--- config.mk ---
export PLATFORM = sky130hd
export DESIGN_NAME = de_bruijn_pattern_generator_flat
export DESIGN_NICKNAME = d
export VERILOG_FILES = /design/src/design/dbpg_pkg.sv /design/src/design/dbpg_ifs.sv /design/src/design/dbpg_ram.sv /design/src/design/dbpg_front.sv /design/src/design/dbpg_queue.sv /design/src/design/dbpg_back.sv /design/src/design/de_bruijn_pattern_generator.sv /design/src/flat_wrapper.sv
export SDC_FILE = /design/constraint.sdc
export NUM_CORES = 1
export LEC_CHECK = 0
export BUFFER_PORTS_ARGS = -buffer_cell sky130_fd_sc_hd__buf_2
export CORE_UTILIZATION = 35
export CTS_CLUSTER_DIAMETER = 80
export DETAILED_ROUTE_END_ITERATION = 16
export GPL_TIMING_DRIVEN = 0
export PLACE_DENSITY_LB_ADDON = 0.2
export SYNTH_ARGS = -nofsm -noshare
export SYNTH_HDL_FRONTEND = slang
export SYNTH_HIERARCHICAL = 1
export SYNTH_SLANG_ARGS = --single-unit
--- constraint.sdc ---
create_clock -name clk -period 6.7 [get_ports clk]
set_input_delay 1.34 -clock clk [delete_from_list [all_inputs] [get_ports clk]]
set_output_delay 1.34 -clock clk [all_outputs]
set_load 0.02 [all_outputs]
--- src/design/dbpg_pkg.sv ---
// Shared types, constants and helper functions for the De Bruijn pattern generator.
// No dependencies; every other design file except dbpg_ram imports this package.
package dbpg_pkg;

  // Field and register widths
  localparam int ORDER_DEF    = 3;
  localparam int MAX_ALPHABET = 64;
  localparam int SYM_W        = 6;
  localparam int CHAR_W       = 8;
  localparam int ALPHA_W      = 7;
  localparam int CNT_W        = 21;
  localparam int MODE_W       = 2;
  localparam int CFG_IDX_W    = 2;
  localparam int CFG_DATA_W   = 21;
  localparam int QUEUE_DEPTH  = 2;

  // Register reset values
  localparam logic [ALPHA_W-1:0] ALPHA_RST   = 7'd62;
  localparam logic [CNT_W-1:0]   OFFSET_RST  = 21'd0;
  localparam logic [CNT_W-1:0]   PAT_LEN_RST = 21'd4096;

  // Request codes on the input channel
  localparam logic [MODE_W-1:0] MODE_LOAD    = 2'd0;
  localparam logic [MODE_W-1:0] MODE_RESTART = 2'd1;
  localparam logic [MODE_W-1:0] MODE_NEXT    = 2'd2;

  // Configuration register indexes
  typedef enum logic [CFG_IDX_W-1:0] {
    CFG_ALPHABET_SIZE  = 2'd0,
    CFG_START_OFFSET   = 2'd1,
    CFG_PATTERN_LENGTH = 2'd2
  } cfg_reg_t;

  // Decoded command held in the queue
  typedef enum logic [1:0] {
    CMD_LOAD,
    CMD_RESTART,
    CMD_NEXT
  } cmd_op_t;

  typedef struct packed {
    cmd_op_t           op;
    logic [SYM_W-1:0]  idx;
    logic [CHAR_W-1:0] chr;
  } cmd_t;

  // Configuration bundle handed to the back end
  typedef struct packed {
    logic [ALPHA_W-1:0] alphabet_size;
    logic [CNT_W-1:0]   start_offset;
    logic [CNT_W-1:0]   pattern_length;
  } cfg_regs_t;

  // Back end sequencer states
  typedef enum logic [1:0] {
    ST_IDLE,
    ST_FETCH,
    ST_SUCC,
    ST_SKIP
  } back_state_t;

  // Default charset: upper case, lower case, then 1..9 and 0, rest zero
  function automatic logic [CHAR_W-1:0] default_char(logic [SYM_W-1:0] idx);
    logic [CHAR_W-1:0] wide;
    wide = {2'b00, idx};
    if (idx < 6'd26) begin
      return CHAR_W'(wide + 8'h41);
    end else if (idx < 6'd52) begin
      return CHAR_W'(wide - 8'd26 + 8'h61);
    end else if (idx < 6'd61) begin
      return CHAR_W'(wide - 8'd52 + 8'h31);
    end else if (idx == 6'd61) begin
      return 8'h30;
    end else begin
      return '0;
    end
  endfunction

endpackage

--- src/design/dbpg_ifs.sv ---
// Channel interfaces of the De Bruijn pattern generator: request, result, configuration.
// Depends on dbpg_pkg for field widths.
interface dbpg_in_if import dbpg_pkg::*; ();
  logic              valid;
  logic              ready;
  logic [MODE_W-1:0] mode;
  logic [SYM_W-1:0]  charset_index;
  logic [CHAR_W-1:0] charset_char;

  modport source (output valid, mode, charset_index, charset_char, input ready);
  modport sink   (input valid, mode, charset_index, charset_char, output ready);
endinterface

interface dbpg_out_if import dbpg_pkg::*; ();
  logic              valid;
  logic              ready;
  logic [CHAR_W-1:0] out_char;
  logic [SYM_W-1:0]  symbol_index;
  logic              exhausted;
  logic              is_last;

  modport source (output valid, out_char, symbol_index, exhausted, is_last, input ready);
  modport sink   (input valid, out_char, symbol_index, exhausted, is_last, output ready);
endinterface

interface dbpg_cfg_if import dbpg_pkg::*; ();
  logic                  valid;
  logic                  ready;
  logic [CFG_IDX_W-1:0]  index;
  logic [CFG_DATA_W-1:0] data;

  modport source (output valid, index, data, input ready);
  modport sink   (input valid, index, data, output ready);
endinterface

--- src/design/dbpg_ram.sv ---
// Generic single-write, single-read RAM with registered read data.
// No dependencies.
module dbpg_ram #(
  parameter int WIDTH = 8,
  parameter int DEPTH = 64
) (
  input  logic                     clk,
  input  logic                     we,
  input  logic [$clog2(DEPTH)-1:0] waddr,
  input  logic [WIDTH-1:0]         wdata,
  input  logic [$clog2(DEPTH)-1:0] raddr,
  output logic [WIDTH-1:0]         rdata
);

  logic [WIDTH-1:0] mem_r [DEPTH];

  // Write port
  always_ff @(posedge clk) begin
    if (we) begin
      mem_r[waddr] <= wdata;
    end
  end

  // Registered read port
  always_ff @(posedge clk) begin
    rdata <= mem_r[raddr];
  end

endmodule

--- src/design/dbpg_front.sv ---
// Front end: takes request transactions and decodes them into queue commands.
// Depends on dbpg_pkg and dbpg_in_if.
module dbpg_front
  import dbpg_pkg::*;
(
  input  logic        clk,
  input  logic        rst_n,
  dbpg_in_if.sink     in_chan,
  input  logic        q_full,
  output logic        q_push,
  output cmd_t        q_cmd
);

  logic known;

  // Accept whenever the queue has room
  assign in_chan.ready = !q_full;

  // Classify the request; drop the unused code
  always_comb begin
    known        = 1'b1;
    q_cmd.op     = CMD_NEXT;
    q_cmd.idx    = in_chan.charset_index;
    q_cmd.chr    = in_chan.charset_char;
    unique case (in_chan.mode)
      MODE_LOAD:    q_cmd.op = CMD_LOAD;
      MODE_RESTART: q_cmd.op = CMD_RESTART;
      MODE_NEXT:    q_cmd.op = CMD_NEXT;
      default:      known    = 1'b0;
    endcase
  end

  assign q_push = in_chan.valid && in_chan.ready && known;

`ifndef SYNTHESIS
  // A push never lands on a full queue
  assert property (@(posedge clk) disable iff (!rst_n) q_push |-> !q_full)
    else $error("push into full queue");
`endif

endmodule

--- src/design/dbpg_queue.sv ---
// Short command queue that decouples the front end from the back end.
// Depends on dbpg_pkg for the command type and depth.
module dbpg_queue
  import dbpg_pkg::*;
(
  input  logic clk,
  input  logic rst_n,
  input  logic push,
  input  cmd_t push_cmd,
  output logic full,
  input  logic pop,
  output logic valid,
  output cmd_t head
);

  localparam int PTR_W = (QUEUE_DEPTH > 1) ? $clog2(QUEUE_DEPTH) : 1;
  localparam int CNT_QW = $clog2(QUEUE_DEPTH + 1);

  cmd_t              mem_r [QUEUE_DEPTH];
  logic [PTR_W-1:0]  wr_ptr_r, wr_ptr_nxt;
  logic [PTR_W-1:0]  rd_ptr_r, rd_ptr_nxt;
  logic [CNT_QW-1:0] cnt_r, cnt_nxt;

  assign full  = (cnt_r == CNT_QW'(QUEUE_DEPTH));
  assign valid = (cnt_r != '0);
  assign head  = mem_r[rd_ptr_r];

  // Advance pointers with wrap and track the fill level
  always_comb begin
    wr_ptr_nxt = wr_ptr_r;
    rd_ptr_nxt = rd_ptr_r;
    cnt_nxt    = cnt_r;
    if (push) begin
      wr_ptr_nxt = (wr_ptr_r == PTR_W'(QUEUE_DEPTH - 1)) ? '0 : PTR_W'(wr_ptr_r + 1'b1);
    end
    if (pop) begin
      rd_ptr_nxt = (rd_ptr_r == PTR_W'(QUEUE_DEPTH - 1)) ? '0 : PTR_W'(rd_ptr_r + 1'b1);
    end
    if (push && !pop) begin
      cnt_nxt = CNT_QW'(cnt_r + 1'b1);
    end else if (pop && !push) begin
      cnt_nxt = CNT_QW'(cnt_r - 1'b1);
    end
  end

  always_ff @(posedge clk) begin
    if (!rst_n) begin
      wr_ptr_r <= '0;
      rd_ptr_r <= '0;
      cnt_r    <= '0;
    end else begin
      wr_ptr_r <= wr_ptr_nxt;
      rd_ptr_r <= rd_ptr_nxt;
      cnt_r    <= cnt_nxt;
    end
  end

  // Store pushed commands
  always_ff @(posedge clk) begin
    if (push) begin
      mem_r[wr_ptr_r] <= push_cmd;
    end
  end

`ifndef SYNTHESIS
  // Never pop an empty queue
  assert property (@(posedge clk) disable iff (!rst_n) pop |-> valid)
    else $error("pop from empty queue");
`endif

endmodule

--- src/design/dbpg_back.sv ---
// Back end: runs charset loads, restarts with skip and character requests.
// Holds the prenecklace walker, the charset RAM and the result register.
// Depends on dbpg_pkg, dbpg_out_if and dbpg_ram.
module dbpg_back
  import dbpg_pkg::*;
#(
  parameter int ORDER = ORDER_DEF
) (
  input  logic       clk,
  input  logic       rst_n,
  input  logic       q_valid,
  input  cmd_t       q_cmd,
  output logic       q_pop,
  input  cfg_regs_t  cfg,
  dbpg_out_if.source out_chan
);

  localparam int POS_W = $clog2(ORDER + 1);

  back_state_t        state_r, state_nxt;
  logic [SYM_W-1:0]   pn_r [1:ORDER];
  logic [SYM_W-1:0]   pn_nxt [1:ORDER];
  logic [POS_W-1:0]   wl_r, wl_nxt;
  logic [POS_W-1:0]   pos_r, pos_nxt;
  logic [CNT_W-1:0]   count_r, count_nxt;
  logic               done_r, done_nxt;
  logic [CNT_W-1:0]   skip_r, skip_nxt;
  logic               ret_skip_r, ret_skip_nxt;
  logic [MAX_ALPHABET-1:0] vld_r, vld_nxt;
  logic [SYM_W-1:0]   sym_r, sym_nxt;

  logic               out_valid_r, out_valid_nxt;
  logic [CHAR_W-1:0]  out_char_r, out_char_nxt;
  logic [SYM_W-1:0]   out_sym_r, out_sym_nxt;
  logic               out_exh_r, out_exh_nxt;
  logic               out_last_r, out_last_nxt;

  logic [SYM_W-1:0]   top;
  logic [SYM_W-1:0]   cur_sym;
  logic               succ_found;
  logic [POS_W-1:0]   succ_i;
  logic [SYM_W-1:0]   succ_pn [1:ORDER];
  logic [ORDER:1]     div_mask;
  logic               div_hit;
  logic [POS_W:0]     pos_inc;
  logic               step_stays;
  logic               exhausted_now;
  logic               out_free;
  logic               skip_end;
  logic [CNT_W-1:0]   cnt_inc;
  logic               ram_we;
  logic [CHAR_W-1:0]  ram_q;

  // Charset storage; entries never written read as the default table
  dbpg_ram #(
    .WIDTH (CHAR_W),
    .DEPTH (MAX_ALPHABET)
  ) u_charset (
    .clk   (clk),
    .we    (ram_we),
    .waddr (q_cmd.idx),
    .wdata (q_cmd.chr),
    .raddr (cur_sym),
    .rdata (ram_q)
  );

  // Word lengths that divide the order
  for (genvar Len = 1; Len <= ORDER; Len++) begin : g_div
    assign div_mask[Len] = ((ORDER % Len) == 0);
  end

  // Top symbol of the clamped alphabet
  always_comb begin
    if (cfg.alphabet_size == '0) begin
      top = '0;
    end else if (cfg.alphabet_size > ALPHA_W'(MAX_ALPHABET)) begin
      top = SYM_W'(MAX_ALPHABET - 1);
    end else begin
      top = SYM_W'(cfg.alphabet_size - 1'b1);
    end
  end

  // Symbol at the current emit position
  always_comb begin
    cur_sym = pn_r[1];
    for (int k = 1; k <= ORDER; k++) begin
      if (pos_r == POS_W'(k)) begin
        cur_sym = pn_r[k];
      end
    end
  end

  // Duval successor: bump the last non-maximal symbol, repeat the prefix after it
  always_comb begin
    succ_found = 1'b0;
    succ_i     = '0;
    div_hit    = 1'b0;
    for (int k = 1; k <= ORDER; k++) begin
      if (pn_r[k] < top) begin
        succ_found = 1'b1;
        succ_i     = POS_W'(k);
      end
    end
    for (int j = 1; j <= ORDER; j++) begin
      succ_pn[j] = pn_r[j];
      if (succ_i == POS_W'(j)) begin
        succ_pn[j] = SYM_W'(pn_r[j] + 1'b1);
      end
      for (int k = 1; k < j; k++) begin
        if (succ_i == POS_W'(j - k)) begin
          succ_pn[j] = succ_pn[k];
        end
      end
    end
    for (int k = 1; k <= ORDER; k++) begin
      if (succ_i == POS_W'(k)) begin
        div_hit = div_mask[k];
      end
    end
  end

  assign pos_inc       = {1'b0, pos_r} + 1'b1;
  assign step_stays    = (pos_inc <= {1'b0, wl_r});
  assign exhausted_now = done_r || (count_r >= cfg.pattern_length);
  assign out_free      = !out_valid_r || out_chan.ready;
  assign skip_end      = (skip_r >= cfg.start_offset) || done_r;
  assign cnt_inc       = CNT_W'(count_r + 1'b1);

  // Pop the head command once it can be served
  assign q_pop  = (state_r == ST_IDLE) && q_valid && ((q_cmd.op != CMD_NEXT) || out_free);
  assign ram_we = q_pop && (q_cmd.op == CMD_LOAD);

  // Next state
  always_comb begin
    state_nxt = state_r;
    unique case (state_r)
      ST_IDLE: begin
        if (q_pop) begin
          unique case (q_cmd.op)
            CMD_RESTART: state_nxt = ST_SKIP;
            CMD_NEXT:    state_nxt = exhausted_now ? ST_IDLE : ST_FETCH;
            default:     state_nxt = ST_IDLE;
          endcase
        end
      end
      ST_FETCH: state_nxt = step_stays ? ST_IDLE : ST_SUCC;
      ST_SUCC: begin
        if (!succ_found || div_hit) begin
          state_nxt = ret_skip_r ? ST_SKIP : ST_IDLE;
        end
      end
      ST_SKIP: begin
        if (skip_end) begin
          state_nxt = ST_IDLE;
        end else if (!step_stays) begin
          state_nxt = ST_SUCC;
        end
      end
      default: state_nxt = ST_IDLE;
    endcase
  end

  // Datapath updates per state
  always_comb begin
    pn_nxt        = pn_r;
    wl_nxt        = wl_r;
    pos_nxt       = pos_r;
    count_nxt     = count_r;
    done_nxt      = done_r;
    skip_nxt      = skip_r;
    ret_skip_nxt  = ret_skip_r;
    vld_nxt       = vld_r;
    sym_nxt       = sym_r;
    out_char_nxt  = out_char_r;
    out_sym_nxt   = out_sym_r;
    out_exh_nxt   = out_exh_r;
    out_last_nxt  = out_last_r;
    out_valid_nxt = out_valid_r && !out_chan.ready;

    unique case (state_r)
      ST_IDLE: begin
        if (q_pop) begin
          unique case (q_cmd.op)
            CMD_LOAD: vld_nxt[q_cmd.idx] = 1'b1;
            CMD_RESTART: begin
              // Rewind the walker
              for (int k = 1; k <= ORDER; k++) begin
                pn_nxt[k] = '0;
              end
              wl_nxt       = POS_W'(1);
              pos_nxt      = POS_W'(1);
              count_nxt    = '0;
              done_nxt     = 1'b0;
              skip_nxt     = '0;
              ret_skip_nxt = 1'b1;
            end
            default: begin
              if (exhausted_now) begin
                out_valid_nxt = 1'b1;
                out_char_nxt  = '0;
                out_sym_nxt   = '0;
                out_exh_nxt   = 1'b1;
                out_last_nxt  = 1'b0;
              end else begin
                sym_nxt      = cur_sym;
                ret_skip_nxt = 1'b0;
              end
            end
          endcase
        end
      end
      ST_FETCH: begin
        // Deliver the character and take the first advance step
        out_valid_nxt = 1'b1;
        out_char_nxt  = vld_r[sym_r] ? ram_q : default_char(sym_r);
        out_sym_nxt   = sym_r;
        out_exh_nxt   = 1'b0;
        out_last_nxt  = (cnt_inc == cfg.pattern_length);
        count_nxt     = cnt_inc;
        if (step_stays) begin
          pos_nxt = pos_inc[POS_W-1:0];
        end
      end
      ST_SUCC: begin
        if (!succ_found) begin
          done_nxt = 1'b1;
        end else begin
          pn_nxt = succ_pn;
          wl_nxt = succ_i;
          if (div_hit) begin
            pos_nxt = POS_W'(1);
          end
        end
      end
      ST_SKIP: begin
        if (!skip_end) begin
          skip_nxt = CNT_W'(skip_r + 1'b1);
          if (step_stays) begin
            pos_nxt = pos_inc[POS_W-1:0];
          end
        end
      end
      default: ;
    endcase
  end

  // Control state
  always_ff @(posedge clk) begin
    if (!rst_n) begin
      state_r     <= ST_IDLE;
      for (int k = 1; k <= ORDER; k++) begin
        pn_r[k] <= '0;
      end
      wl_r        <= POS_W'(1);
      pos_r       <= POS_W'(1);
      count_r     <= '0;
      done_r      <= 1'b0;
      skip_r      <= '0;
      ret_skip_r  <= 1'b0;
      vld_r       <= '0;
      out_valid_r <= 1'b0;
    end else begin
      state_r     <= state_nxt;
      pn_r        <= pn_nxt;
      wl_r        <= wl_nxt;
      pos_r       <= pos_nxt;
      count_r     <= count_nxt;
      done_r      <= done_nxt;
      skip_r      <= skip_nxt;
      ret_skip_r  <= ret_skip_nxt;
      vld_r       <= vld_nxt;
      out_valid_r <= out_valid_nxt;
    end
  end

  // Payload registers
  always_ff @(posedge clk) begin
    sym_r      <= sym_nxt;
    out_char_r <= out_char_nxt;
    out_sym_r  <= out_sym_nxt;
    out_exh_r  <= out_exh_nxt;
    out_last_r <= out_last_nxt;
  end

  assign out_chan.valid        = out_valid_r;
  assign out_chan.out_char     = out_char_r;
  assign out_chan.symbol_index = out_sym_r;
  assign out_chan.exhausted    = out_exh_r;
  assign out_chan.is_last      = out_last_r;

`ifndef SYNTHESIS
  // The successor walk only runs on a live sequence
  assert property (@(posedge clk) disable iff (!rst_n) (state_r == ST_SUCC) |-> !done_r)
    else $error("successor walk after sequence end");

  // At rest the emit position lies inside the current word
  assert property (@(posedge clk) disable iff (!rst_n)
      ((state_r == ST_IDLE) && !done_r) |-> ((pos_r != '0) && (pos_r <= wl_r)))
    else $error("emit position outside word");

  // A charset fetch is always issued from idle
  assert property (@(posedge clk) disable iff (!rst_n)
      (state_r == ST_FETCH) |-> ($past(state_r) == ST_IDLE))
    else $error("fetch without request");

  // A character result never overwrites one still waiting
  assert property (@(posedge clk) disable iff (!rst_n)
      (state_r == ST_FETCH) |-> (!out_valid_r || out_chan.ready))
    else $error("result register overrun");
`endif

endmodule

--- src/design/de_bruijn_pattern_generator.sv ---
// De Bruijn pattern generator, order ORDER (FKM order) over a loadable charset.
// Channels: in_chan takes requests (mode 0 loads charset_char at charset_index,
// mode 1 rewinds and skips start_offset characters, mode 2 asks for the next
// character, mode 3 is dropped). out_chan returns one transaction per mode 2
// request: out_char, symbol_index, exhausted and is_last. cfg_chan writes the
// registers alphabet_size (0), start_offset (1) and pattern_length (2); it is
// always ready and must be used only while the block is idle.
// A character request passes through the command queue, the pop with its charset read
// and the fetch state into the result register; an exhausted reply skips the fetch
// state, as it needs no charset read. The back end serves one request at a time: after
// a pop it takes no further one until the registered charset read is fetched and any
// prenecklace successor walk at the end of a word is done. A restart rewinds and skips
// start_offset characters, stopping early when the sequence ends during the skip.
// Reset: synchronous, active low; registers and charset return to defaults
// (letters then digits) and the walker rewinds. A stalled receiver holds the
// result register; up to two further requests queue before in_chan.ready drops.
// Depends on dbpg_pkg, the channel interfaces, dbpg_front, dbpg_queue and dbpg_back.
module de_bruijn_pattern_generator
  import dbpg_pkg::*;
#(
  parameter int ORDER = ORDER_DEF
) (
  input  logic       clk,
  input  logic       rst_n,
  dbpg_in_if.sink    in_chan,
  dbpg_out_if.source out_chan,
  dbpg_cfg_if.sink   cfg_chan
);

  cfg_regs_t cfg_r;
  logic      q_push;
  cmd_t      q_push_cmd;
  logic      q_full;
  logic      q_pop;
  logic      q_valid;
  cmd_t      q_head;

  // Configuration writes are always accepted and land directly in the registers
  assign cfg_chan.ready = 1'b1;

  always_ff @(posedge clk) begin
    if (!rst_n) begin
      cfg_r.alphabet_size  <= ALPHA_RST;
      cfg_r.start_offset   <= OFFSET_RST;
      cfg_r.pattern_length <= PAT_LEN_RST;
    end else if (cfg_chan.valid && cfg_chan.ready) begin
      unique case (cfg_reg_t'(cfg_chan.index))
        CFG_ALPHABET_SIZE:  cfg_r.alphabet_size  <= cfg_chan.data[ALPHA_W-1:0];
        CFG_START_OFFSET:   cfg_r.start_offset   <= cfg_chan.data[CNT_W-1:0];
        CFG_PATTERN_LENGTH: cfg_r.pattern_length <= cfg_chan.data[CNT_W-1:0];
        default: ;
      endcase
    end
  end

  dbpg_front u_front (
    .clk     (clk),
    .rst_n   (rst_n),
    .in_chan (in_chan),
    .q_full  (q_full),
    .q_push  (q_push),
    .q_cmd   (q_push_cmd)
  );

  dbpg_queue u_queue (
    .clk      (clk),
    .rst_n    (rst_n),
    .push     (q_push),
    .push_cmd (q_push_cmd),
    .full     (q_full),
    .pop      (q_pop),
    .valid    (q_valid),
    .head     (q_head)
  );

  dbpg_back #(
    .ORDER (ORDER)
  ) u_back (
    .clk      (clk),
    .rst_n    (rst_n),
    .q_valid  (q_valid),
    .q_cmd    (q_head),
    .q_pop    (q_pop),
    .cfg      (cfg_r),
    .out_chan (out_chan)
  );

endmodule

--- src/flat_wrapper.sv ---
// flat-port wrapper written by rule: the top's interface ports become plain ports
module de_bruijn_pattern_generator_flat import dbpg_pkg::*;
#(
  parameter int ORDER = ORDER_DEF
)
  (clk, rst_n, in_chan_valid, in_chan_mode, in_chan_charset_index, in_chan_charset_char, in_chan_ready, out_chan_valid, out_chan_out_char, out_chan_symbol_index, out_chan_exhausted, out_chan_is_last, out_chan_ready, cfg_chan_valid, cfg_chan_index, cfg_chan_data, cfg_chan_ready);
  dbpg_in_if in_chan_i ();
  dbpg_out_if out_chan_i ();
  dbpg_cfg_if cfg_chan_i ();
  input  logic clk;
  input  logic rst_n;
  input wire logic [$bits(in_chan_i.valid)-1:0] in_chan_valid;
  input wire logic [$bits(in_chan_i.mode)-1:0] in_chan_mode;
  input wire logic [$bits(in_chan_i.charset_index)-1:0] in_chan_charset_index;
  input wire logic [$bits(in_chan_i.charset_char)-1:0] in_chan_charset_char;
  output wire logic [$bits(in_chan_i.ready)-1:0] in_chan_ready;
  output wire logic [$bits(out_chan_i.valid)-1:0] out_chan_valid;
  output wire logic [$bits(out_chan_i.out_char)-1:0] out_chan_out_char;
  output wire logic [$bits(out_chan_i.symbol_index)-1:0] out_chan_symbol_index;
  output wire logic [$bits(out_chan_i.exhausted)-1:0] out_chan_exhausted;
  output wire logic [$bits(out_chan_i.is_last)-1:0] out_chan_is_last;
  input wire logic [$bits(out_chan_i.ready)-1:0] out_chan_ready;
  input wire logic [$bits(cfg_chan_i.valid)-1:0] cfg_chan_valid;
  input wire logic [$bits(cfg_chan_i.index)-1:0] cfg_chan_index;
  input wire logic [$bits(cfg_chan_i.data)-1:0] cfg_chan_data;
  output wire logic [$bits(cfg_chan_i.ready)-1:0] cfg_chan_ready;
  assign in_chan_i.valid = in_chan_valid;
  assign in_chan_i.mode = in_chan_mode;
  assign in_chan_i.charset_index = in_chan_charset_index;
  assign in_chan_i.charset_char = in_chan_charset_char;
  assign in_chan_ready = in_chan_i.ready;
  assign out_chan_valid = out_chan_i.valid;
  assign out_chan_out_char = out_chan_i.out_char;
  assign out_chan_symbol_index = out_chan_i.symbol_index;
  assign out_chan_exhausted = out_chan_i.exhausted;
  assign out_chan_is_last = out_chan_i.is_last;
  assign out_chan_i.ready = out_chan_ready;
  assign cfg_chan_i.valid = cfg_chan_valid;
  assign cfg_chan_i.index = cfg_chan_index;
  assign cfg_chan_i.data = cfg_chan_data;
  assign cfg_chan_ready = cfg_chan_i.ready;
  de_bruijn_pattern_generator #(.ORDER(ORDER)) u_core (.clk(clk), .rst_n(rst_n), .in_chan(in_chan_i), .out_chan(out_chan_i), .cfg_chan(cfg_chan_i));
endmodule
==> impl_metrics.tcl <==
set metrics [dict create \
    yosysSeqAreaShare_pct 61.5 \
    initial_core_util_pct 35.6 \
    tightest_slew_ns 1.34 \
    cts_made_buffers 83 \
    required_ns 6.96 \
    synth_fp_nets 2608 \
    yosys.area.top_type "edfxtp_1" \
    ios 63 \
    hold_viol_final 0 \
    antenna_cells 0 \
    grt_pass1_wl_um 141000 \
    wirelength_um 94500 \
    fin_util_pct 40.3 \
    min_period_ns 5.49 \
    core-area_mm2 0.0956 \
    rsz0062_at_grt "no" \
    post-route-period-util_pct 81.9 \
    insertion_delay_ns 0.67 \
    dieHeight_um 314 \
    cp-end-kind "flop" \
    cts_setup_buffers 0 \
    clk_pin_slew_worst_paths_ns 0.06 \
    grt_max_degree 65 \
    max_cap_violations 0 \
    final_layout_size_suffix_gt1_share_pct 16.1 \
    vias 21700 \
    power.density_mw_per_mm2 301 \
    placed_cell_area_mm2 0.0358 \
    hold_buffers 0 \
    arrival_ns 5.75 \
    synth_most_common_cell "edfxtp_1" \
    ctsResizeCount 0 \
    worstSetupPathType "reg2reg" \
    drc_errors 0 \
    synth.area.top_cells "edfxtp_1 50%, dfxtp_1 11%, mux4_2 9.2%, ha_1 3.1%, nor2_1 2.5%" \
    leakage_nw 12.6 \
    grt_pass1_vias 21600 \
    die_x_um 314 \
    finalPower_w 0.0116 \
    netlist_area_mm2 0.0340 \
    path_max_fanout 16 \
    grt_antenna_before_repair 0 \
    cts_buffer_depth 3 \
    fin_area_mm2 0.0385 \
    place.gp.congestion 0.930 \
    start_kind "flop" \
    syn2layout_area_growth_pct 13.2 \
    final_nets 2742 \
    ant_nets 0 \
    setup-tns-final_ns 0 \
    synth_top_area_share_pct 50.0 \
    portBuffers 47 \
    syn-instance-count 2478 \
    grt_overflow 0 \
    status "completed" \
    slew_viol_final 0 \
    cts_tree "built" \
    path_cells "buf_2 -> buf_4 -> mux2_2 -> inv_1 -> ha_1 -> nand3b_1 -> nand2_1 -> nor3_1 -> and2_1 -> clkbuf_1 -> inv_1 -> or2_2 -> clkbuf_1 -> nor2_1" \
    fillerInstances 8960 \
    first_pass_iters 5 \
    synth_edf_count 566 \
    viasPerCell 5.49 \
    cpMaxStageDelayCell "nor2_1" \
    setup_viol 0 \
    ys_ff_latch 761 \
    ys.warnings.count 6 \
    skew_ns 0.0442 \
    min_path_type "reg2reg" \
    rows 113 \
    cts_max_level 3 \
    synth_ff_type "edfxtp_1" \
    root_buffer "clkbuf_16" \
    grt_use_total_pct 19.2 \
    yosysUniqueCellTypes 84 \
    async_flop_share_pct 0 \
    cts_num_sinks 761 \
    routedWlPerCell_um 24.0 \
    ys_top_cells_by_count "566 x edfxtp_1, 225 x nor2_1, 195 x dfxtp_1, 185 x nand2_1, 139 x mux4_2" \
    syn_avg_cell_area_um2 13.7 \
    first_iter_violations 1912 \
    fmax_mhz 182 \
    critPathMaxStageDelay_ns 0.87 \
    die-area_mm2 0.0984 \
    place_hpwl_um 64900 \
    peakVddDrop_v 0.000186 \
    relSlewSlack_pct 9.30 \
]
layer usage:
| metal | track usage [%] | wire length [µm] |
|---|---|---|
| met5 | 0 | 0 |
| met4 | 6.39 | 2470 |
| met3 | 3.39 | 5720 |
| met1 | 25.6 | 40800 |
| met2 | 31.5 | 45500 |
flip-flops by register name, summed over array words and instances (netlist names), 8 cells and up, named ones only:
signal                           cells
u_core/cfg_r                        49
u_core/u_back/u_charset/mem_r      512
u_core/u_back/skip_r                21
u_core/u_queue/mem_r                32
u_core/u_back/out_chan.out_char      8
u_core/u_back/pn_r                  18
u_core/u_back/u_charset/rdata        8
u_core/u_back/vld_r                 64
u_core/u_back/count_r               21
final timing paths:
path,start,to,slack [ns],depth (start not counted)
max,flop,u_core/u_back/u_charset/mem_r[51][6],1.21,14
min,u_core/u_back/vld_r[41],u_core/u_back/vld_r[41],0.46,1
max reg2reg,flop,u_core/u_back/u_charset/mem_r[51][6],1.21,14
min reg2reg,u_core/u_back/vld_r[41],u_core/u_back/vld_r[41],0.46,1
kinds of logic (layout without fill, tap and decap cells):
logic type / Yosys count / after routing / share of synthesized area [%]
compound gates: 402 / 402 / 8.05
fa+ha+maj: 86 / 86 / 3.19
flops: 761 / 761 / 61.5
other cells: 1 / 1 / 0.0110
buf+inv: 235 / 435 / 3.35
mux: 246 / 246 / 12.7
simple gates: 692 / 692 / 9.85
xor+xnor: 55 / 55 / 1.42
layout by cell type (no fill, tap or decap), types with 23 or more instances in the layout:
cell type,synthesis,final
inv_1,82,82
buf_4,28,29
nor3_1,26,26
nor2_1,225,225
dfxtp_1,195,195
nand4_1,23,23
o21a_1,67,67
edfxtp_1,566,566
clkbuf_16,0,84
ha_1,85,85
nand2_1,185,185
a21oi_1,82,82
nand3_1,61,61
mux4_2,139,139
mux2i_1,82,82
xnor2_1,35,35
buf_2,20,67
clkbuf_1,82,100
o22ai_1,26,26
o21ai_0,68,68
where the power goes:
part	internal, W	switching (W)	leakage [nW]
combinational	0.000426	0.00117	4.67
clock	0.00254	0.00190	1.28
sequential	0.00549	0.0000550	6.68
layout make-up:
class	instances	area [µm²]	area share [%]
clock inverters	47	452	1.17
plain buffers	150	820	2.13
clock buffers	104	2200	5.71
well taps	1265	1580	4.11
flip-flops and latches	761	20900	54.3
repair buffers	49	263	0.682
inverters	85	319	0.829
multi-input cells	1482	12000	31.1
metrics by stage:
step / worst slack (ns) / instances / hold slack, ns
3_3_place_gp: 1.25 / 3790 / 0.437
5_1_grt: 0.902 / 3943 / 0.475
2_1_floorplan: 2.88 / 2478 / 0.432
3_5_place_dp: 1.19 / 3791 / 0.446
4_1_cts: 1.20 / 3942 / 0.460
6_report: 1.21 / 3943 / 0.456
worst max-delay path: cells and delay by family (launching register included):
kind                     cells  cell delay [ns]
buffers and inverters        6             1.82
multiplexers                 1             0.24
adder cells (fa/ha/maj)      1             0.23
flip-flops                   1             0.31
AND/OR/NAND/NOR              6             2.48
Note: power is estimated with default switching activity, not from simulation.
